--- src/gk_pkg.sv ---
// Shared types, constants and elaboration-time helpers of the Gaussian kernel unit.
// Used by all kernel modules; no dependencies.
`default_nettype none

package gk_pkg;

	// Register map
	localparam int PADDR_W = 3;
	localparam logic [PADDR_W-1:0] REG_SMOOTHING_LENGTH = 3'd0;
	localparam logic [31:0] SMOOTHING_LENGTH_RESET = 32'd65536;

	// Direction codes
	localparam logic [1:0] DIR_X      = 2'd0;
	localparam logic [1:0] DIR_Y      = 2'd1;
	localparam logic [1:0] DIR_Z      = 2'd2;
	localparam logic [1:0] DIR_UNUSED = 2'd3;

	// Arithmetic constants
	localparam int CUTOFF_UNITS = 3;
	localparam logic [32:0] LOG2E_Q32 = 33'd6196328019;
	localparam int NORM_NUM_W = 48;
	localparam logic [NORM_NUM_W-1:0] NORM_DIVIDEND = 48'd2423175810 << 16;
	localparam int EXP_FRAC_BITS = 16;
	localparam int E_W = 38;      // exponent argument, in support at most 27*2^32
	localparam int Q_W = 51;      // slope dividend and quotient, in support at most 3*2^49
	localparam int NUM_SHIFT = 49;

	// Per-item sideband that travels with the slope division
	typedef struct packed {
		logic        in_sup;
		logic        dir_ok;
		logic        neg;
		logic [6:0]  n;
		logic [32:0] x;
	} gk_side_t;

	// One result
	typedef struct packed {
		logic [31:0] kernel_weight;
		logic [31:0] kernel_slope;
		logic        in_support;
		logic        saturated;
	} gk_res_t;

	// 2^-(2^-j) in Q.32, by repeated integer square roots of 2^31
	function automatic logic [31:0] exp_root(input int j);
		logic [63:0] r;
		logic [63:0] v;
		logic [63:0] res;
		logic [63:0] b;
		r = 64'd1 << 31;
		for (int k = 1; k <= EXP_FRAC_BITS; k++) begin
			if (k <= j) begin
				v = r << 32;
				res = '0;
				b = 64'd1 << 62;
				for (int i = 0; i < 32; i++) begin
					if (v >= res + b) begin
						v = v - (res + b);
						res = (res >> 1) + b;
					end else begin
						res = res >> 1;
					end
					b = b >> 2;
				end
				r = res;
			end
		end
		return r[31:0];
	endfunction

endpackage

`default_nettype wire

--- src/gk_norm.sv ---
// Normalisation unit: recomputes (c/h)^D after reset and each smoothing length write.
// Bit-serial divider followed by a mulq sequenced on one 32x32 multiplier. Uses gk_pkg.
`default_nettype none

module gk_norm #(
	parameter int DIMENSIONS = 3
) (
	input  wire logic        clk,
	input  wire logic        arst_n,
	input  wire logic        start,
	input  wire logic [31:0] h,
	output logic             busy,
	output logic [63:0]      norm
);

	localparam logic [1:0] ST_IDLE = 2'd0;
	localparam logic [1:0] ST_LOAD = 2'd1;
	localparam logic [1:0] ST_DIV  = 2'd2;
	localparam logic [1:0] ST_MUL  = 2'd3;

	localparam int NW    = gk_pkg::NORM_NUM_W;
	localparam int CNT_W = $clog2(NW);
	localparam int ACC_W = 64 + NW;

	logic [1:0]       state_q;
	logic [CNT_W-1:0] cnt_q;
	logic [1:0]       part_q;
	logic [1:0]       round_q;
	logic [31:0]      rem_q;
	logic [NW-1:0]    num_q;
	logic [63:0]      norm_q;
	logic [ACC_W-1:0] acc_q;

	logic [32:0]      trial;
	logic             take;
	logic [32:0]      diff;
	logic [31:0]      mul_a;
	logic [31:0]      mul_b;
	logic [63:0]      prod;
	logic [ACC_W-1:0] acc_nx;
	logic [63:0]      acc_sat;

	// One restoring division step
	always_comb begin
		trial = {rem_q, num_q[NW-1]};
		diff  = trial - {1'b0, h};
		take  = (trial >= {1'b0, h});
	end

	// One partial product of mulq(norm, q)
	always_comb begin
		mul_a   = part_q[0] ? norm_q[63:32] : norm_q[31:0];
		mul_b   = part_q[1] ? 32'(num_q[NW-1:32]) : num_q[31:0];
		prod    = 64'(mul_a) * 64'(mul_b);
		acc_nx  = acc_q + (ACC_W'(prod) << (32 * (32'(part_q[0]) + 32'(part_q[1]))));
		acc_sat = (acc_nx[ACC_W-1:96] != '0) ? '1 : acc_nx[95:32];
	end

	// Sequence load, divide and multiply rounds
	always_ff @(posedge clk or negedge arst_n) begin
		if (!arst_n) begin
			state_q <= ST_LOAD;
			cnt_q   <= '0;
			part_q  <= '0;
			round_q <= '0;
		end else if (start) begin
			state_q <= ST_LOAD;
		end else begin
			case (state_q)
				ST_LOAD: begin
					cnt_q   <= '0;
					state_q <= ST_DIV;
				end
				ST_DIV: begin
					cnt_q <= cnt_q + 1'b1;
					if (cnt_q == CNT_W'(NW - 1)) begin
						part_q  <= '0;
						round_q <= '0;
						state_q <= ST_MUL;
					end
				end
				ST_MUL: begin
					part_q <= part_q + 1'b1;
					if (part_q == 2'd3) begin
						round_q <= round_q + 1'b1;
						if (round_q == 2'(DIMENSIONS - 2)) begin
							state_q <= ST_IDLE;
						end
					end
				end
				default: begin
					state_q <= ST_IDLE;
				end
			endcase
		end
	end

	// Datapath registers
	always_ff @(posedge clk) begin
		case (state_q)
			ST_LOAD: begin
				rem_q <= '0;
				num_q <= gk_pkg::NORM_DIVIDEND;
			end
			ST_DIV: begin
				rem_q <= take ? diff[31:0] : trial[31:0];
				num_q <= {num_q[NW-2:0], take};
				if (cnt_q == CNT_W'(NW - 1)) begin
					norm_q <= 64'({num_q[NW-2:0], take});
					acc_q  <= '0;
				end
			end
			ST_MUL: begin
				if (part_q == 2'd3) begin
					norm_q <= acc_sat;
					acc_q  <= '0;
				end else begin
					acc_q <= acc_nx;
				end
			end
			default: begin
			end
		endcase
	end

	assign busy = (state_q != ST_IDLE);
	assign norm = norm_q;

endmodule

`default_nettype wire

--- config.mk ---
export PLATFORM = sky130hd
export DESIGN_NAME = gk_norm
export DESIGN_NICKNAME = d
export VERILOG_FILES = /design/src/gk_pkg.sv /design/src/gk_norm.sv
export SDC_FILE = /design/constraint.sdc
export NUM_CORES = 2
export LEC_CHECK = 0
export BUFFER_PORTS_ARGS = -buffer_cell sky130_fd_sc_hd__clkbuf_2
export CORE_ASPECT_RATIO = 1.4
export CORE_MARGIN = 2
export CORE_UTILIZATION = 30
export DETAILED_ROUTE_END_ITERATION = 7
export SLEW_MARGIN = 25
export SYNTH_ARGS = -nofsm -noshare
export SYNTH_HDL_FRONTEND = slang
export SYNTH_SLANG_ARGS = --single-unit
--- constraint.sdc ---
create_clock -name clk -period 15.9 [get_ports clk]
set_clock_uncertainty 0.05 [all_clocks]
set_input_delay 3.18 -clock clk [delete_from_list [all_inputs] [get_ports clk]]
set_output_delay 3.18 -clock clk [all_outputs]
set_load 0.1 [all_outputs]
; Word-level counts from Yosys, hierarchy flattened
; Cells that the tools add are included.
[word_totals]
reg_bits = 268
in_bits = 35
elab_cells = 61
out_inout_bits = 65
[op_classes]
reduce_logical = 10
n_addsub = 6
n_mul = 1
eq_ne = 11
shifts = 1
order_cmp = 1
bitwise_logic = 1
mux = 22
[op_table]
columns = cell, count
row1 = $mux W112, 2
row2 = $pmux W112 S2, 1
row3 = $mux W64, 3
row4 = $pmux W64 S2, 1
row5 = $add A112 B112 Y112, 1
row6 = $shl A64 B7 Y112, 1
row7 = $mux W32, 3
row8 = $pmux W48 S2, 1
row9 = $mul A32 B32 Y64, 1
row10 = $pmux W32 S2, 1
row11 = $ge A33 B32 Y1, 1
row12 = $sub A32 B32 Y32, 1
row13 = $reduce_bool A16 Y1, 1
row14 = $mux W2, 6
row15 = $pmux W6 S2, 1
row16 = $ne A3 B3 Y1 const B, 3
row17 = $reduce_and A3 Y1, 3
row18 = $pmux W2 S2, 2
row19 = $add A6 B1 Y6 const B, 1
row20 = $eq A2 B2 Y1 const B, 3
row21 = $eq A6 B6 Y1 const B, 1
row22 = $pmux W2 S3, 1
row23 = $reduce_bool A2 Y1, 3
row24 = $add A2 B1 Y2 const B, 2
row25 = 6 further kinds, 9

; Depth between registers and ports, before layout
[logic_depth]
word_depth = 8
depth_mapped = 50
mapped_depth_nobuf = 42

; Least setup slack after synthesis
; Ideal clock, no wire load.
[synth_path]
path_kind = register -> register
start = register part_q[0]
end = register norm_q[53], in the netlist norm[53] (data pin)
n_path_buf = 6
setup_time_ns = 0.287
setup_slack_ns = 3.572
path_stages_with_launch = 47
t_required_ns = 15.563
synth_period_minus_slack_ns = 12.328
arrival_time_ns = 11.991
path_cell_list = dfrtp_1 -> clkbuf_1 -> clkbuf_1 -> buf_1 -> mux2i_1 -> clkbuf_1 -> nor2_1 -> fa_1 -> inv_1 -> fa_1 -> inv_1 -> fa_1 -> fa_1 -> fa_1 -> fa_1 -> fa_1 -> inv_1 -> fa_1 -> (+11 left out) -> a311oi_1 -> nor4_1 -> or3_1 -> ha_1 -> nand2_1 -> nor2_1 -> nand2_1 -> nor4_1 -> nand2_1 -> a21oi_1 -> nor3b_1 -> o31a_1 -> o21ai_0 -> xnor2_1 -> and3_1 -> buf_2 -> buf_2 -> a41oi_2
[synth_between]
elab_chain_cells = 8
word_cells_on_any_way = 9
classes_between = 2 x add/sub / 1 x mul / 1 x shift / 4 x mux / 1 x reduce/logical
[synth_lines]
columns = element, line
row1 = start: declaration, gk_norm.sv:27  ; logic [1:0] part_q;
row2 = start signal: assignment, gk_norm.sv:83  ; part_q <= part_q + 1'b1;
row3 = $mux W32, gk_norm.sv:52  ; mul_a = part_q[0] ? norm_q[63:32] : norm_q[31:0];
row4 = $mul A32 B32 Y64, gk_norm.sv:54  ; prod = 64'(mul_a) * 64'(mul_b);
row5 = $shl A64 B7 Y112 *, gk_norm.sv:55  ; acc_nx = acc_q + (ACC_W'(prod) << (32 * (32'(part_q[0]) + 32'(part_q[1]))));
row6 = $add A112 B112 Y112 *, gk_norm.sv:55
row7 = $reduce_bool A16 Y1, gk_norm.sv:56  ; acc_sat = (acc_nx[ACC_W-1:96] != '0) ? '1 : acc_nx[95:32];
row8 = $mux W64 *, gk_norm.sv:56
row9 = $mux W64 *, gk_norm.sv:114  ; if (part_q == 2'd3) begin
row10 = $pmux W64 S2 *, gk_norm.sv:100  ; case (state_q)
row11 = end signal: assignment, gk_norm.sv:109  ; norm_q <= 64'({num_q[NW-2:0], take});
row12 = end signal: assignment, gk_norm.sv:115  ; norm_q <= acc_sat;
row13 = end: declaration, gk_norm.sv:31  ; logic [63:0] norm_q;
; Every way passes the cells marked *; elsewhere a longest branch is shown, timed or not. The select of a mux whose other input is x is not followed.
; A chain may end at the register's enable or synchronous reset.

; Worst setup path after layout
[layout_path]
start = register part_q[1]
end = register norm_q[0], in the netlist norm[0] (data pin)
[layout_between]
elab_chain_cells = 8
word_cells_on_any_way = 9
classes_between = 2 x add/sub / 1 x mul / 1 x shift / 4 x mux / 1 x reduce/logical
[layout_lines]
columns = element, line
row1 = $mux W32, gk_norm.sv:53  ; mul_b = part_q[1] ? 32'(num_q[NW-1:32]) : num_q[31:0];
row2 = $mul A32 B32 Y64, gk_norm.sv:54
row3 = $shl A64 B7 Y112 *, gk_norm.sv:55
row4 = $add A112 B112 Y112 *, gk_norm.sv:55
row5 = $reduce_bool A16 Y1, gk_norm.sv:56
row6 = $mux W64 *, gk_norm.sv:56
row7 = $mux W64 *, gk_norm.sv:114
row8 = $pmux W64 S2 *, gk_norm.sv:100
; Marked as above.

==> metrics.cfg <==
[clock_tree]
cts_tree=yes
htree_levels=1
cts-resized-gates=0
post-cts-setup-buffers=0
cts_hold_buf=0
numCtsBuffers=26
cts.sinks=268
clk_path_buf_depth=3
cts.clk_slew.worst_paths_ns=0.07
root_buffer=clkbuf_16
clock_latency_ns=0.64

[sta]
hold_violations=0
final.period_utilization_pct=96.53
max_slew_margin_pct=25.92
tightest_slew_ns=1.111
holdWs_ns=0.4860
final-setup-viol-count=0
period_needed_ns=15.35
fmax_ghz=0.06516
rsz0062_at_grt=false
slew_violations=0
tns_ns=0

[global_route]
grt_pass1_wl_mm=317.6
grt_pass1_vias=48720
antenna_found_initial=7
globalRouteTotalUtil_pct=23.57
globalRouteOverflowTotal=0
grt_max_degree=85

[worst_setup_path]
cpPeakStageDelay_ns=0.92
start_kind=register
cp.arrival_ns=15.72
worst_setup_path_end_kind=register
worstPathMaxFanout=58
rrSetupSlack_ns=0.55
worstSetupPathType=register to register
path_common_cell=fa_1
slowest_stage=dfrtp_2
critPathRequiredTime_ns=16.28

[layout]
n_fill_cell=18470
drive_above_1_share_pct=8.043
fin_nets=7504
area_growth_pct=8.862

[floorplan]
die_x_um=362.0
fp.coreArea_sq_um=177900
die-area_sq_um=182900
initial_core_util_pct=30.25
rows=183
fp.dieH_um=505.2
ios=100

[yosys]
synth-edff-count=256
synth.distinct_cells=88
postSynthNetCount=7522
synth_cells=6177
async_flop_share_pct=4.478
netlist_area_sq_um=53820
synth.avg_cell_area_sq_um=8.713
synth_seq_area_share_pct=14.84
synth_flop_cell=edfxtp_1
synth_warnings=0
ys_ff_latch=268

[placement]
port-buffer-count=99
routabilityCongestion=1.040
hpwl_mm=182.7

[worst_hold_path]
hold_class=register to register

[route]
drtIter0Drc=3268
routed-via-count=45730
firstDrtPassIters=6
drt-total-wl_mm=217.0
routedWlPerCell_um=25.55
avgViaCountPerCell=5.383
route.detailed.drc=0
detail-route-antenna-nets=0

[outcome]
status=finished clean

[run]
cap_violations=0

cell families after synthesis:
family          count (synthesis)  share of synthesized area, %
flops                         268                         14.84
xor+xnor                      188                         3.059
mux                           123                         2.422
fa+ha+maj                    1310                         42.98
compound gates                904                         10.72
buf+inv                      1289                         9.181
simple gates                 2095                         16.79
worst max-delay path: cells and delay by family (launching register included):
family	cells	cell delay (ns)
AOI/OAI and AO/OA	16	5.12
buffers and inverters	7	1.11
adders and majority gates	10	4.83
DFF	1	0.92
and+or+nand+nor	10	2.98
path summary, 6_finish.rpt:
path / start / endpoint / depth (start not counted)
setup / recovery: part_q[1] / norm[0] / 43
hold / removal: state_q[0] / state_q[0] / 2
setup reg to reg: part_q[1] / norm[0] / 43
hold reg to reg: state_q[0] / state_q[0] / 2
max in group asynchronous: arst_n / part_q[0] / 1
min in group asynchronous: arst_n / part_q[1] / 1
cells in the final DEF (no fill, tap or decap), types with 26 or more instances in the layout:
master     instances
a21oi_1          275
mux2i_2           32
clkbuf_2          99
edfxtp_1         256
ha_1             408
o21ai_0          173
nor2_1           986
fa_1             898
a31oi_1           82
inv_1            945
nand2b_1          51
buf_4            189
o21bai_1          45
nand3_1           56
and2_1            63
xor2_1            78
clkbuf_16         26
nand2_1          614
xnor2_1          106
nor3_1            44
nand4_1           75
nor2b_1           48
o22ai_1           36
mux2_2            55
and3_1            75
a21o_1           113
sequential cells by signal, summed over array words and instances (netlist names):
| register | cells |
|---|---|
| state_q | 2 |
| cnt_q | 6 |
| norm | 64 |
| rem_q | 32 |
| round_q | 2 |
| num_q | 48 |
| part_q | 2 |
| acc_q | 112 |
per-layer routing:
metal / wire length [um] / share of wire [%] / GRT usage [%]
met4: 22300 / 10 / 20.24
met2: 105400 / 49 / 40.43
met1: 75110 / 35 / 25.50
met3: 14210 / 6.5 / 3.316
met5: 10 / 0.0046 / 0
cell type report:
type | count | area, sq um | share of cell area, %
multi-input combinational | 4620 | 41220 | 70.36
sequential | 268 | 7994 | 13.64
inverter | 947 | 3557 | 6.071
tap | 2312 | 2893 | 4.937
timing repair buffer | 296 | 2074 | 3.541
clock buffer | 33 | 686.9 | 1.172
clock inverter | 15 | 152.6 | 0.2605
antenna | 4 | 10.01 | 0.01708
per-stage QoR:
stage,instances,instance area (sq um),util [%],worst slack (ns)
after floorplan,6177,53820,-,3.572
after global placement,8443,57720,32.44,1.019
after detailed placement,8443,57740,32.45,0.8297
after CTS,8491,58580,32.93,0.7433
after global routing,8493,58580,32.93,0.1940
final,8495,58590,32.93,0.5523
cells in the mapped netlist, drive strengths merged (77+ instances only):
master / n / area [sq um]
xor2: 80 / 700.7
clkbuf: 296 / 1112
edfxtp: 256 / 7687
nor2: 987 / 3705
inv: 946 / 3551
xnor2: 108 / 945.9
fa: 898 / 17980
and3: 77 / 486.7
ha: 412 / 5155
nand2: 615 / 2308
a31oi: 82 / 513.0
o21ai: 180 / 900.9
a21o: 113 / 848.3
a21oi: 275 / 1376
Power is not shown: default switching activity piles up to over one toggle a cycle in this logic, so the estimate is an artifact.
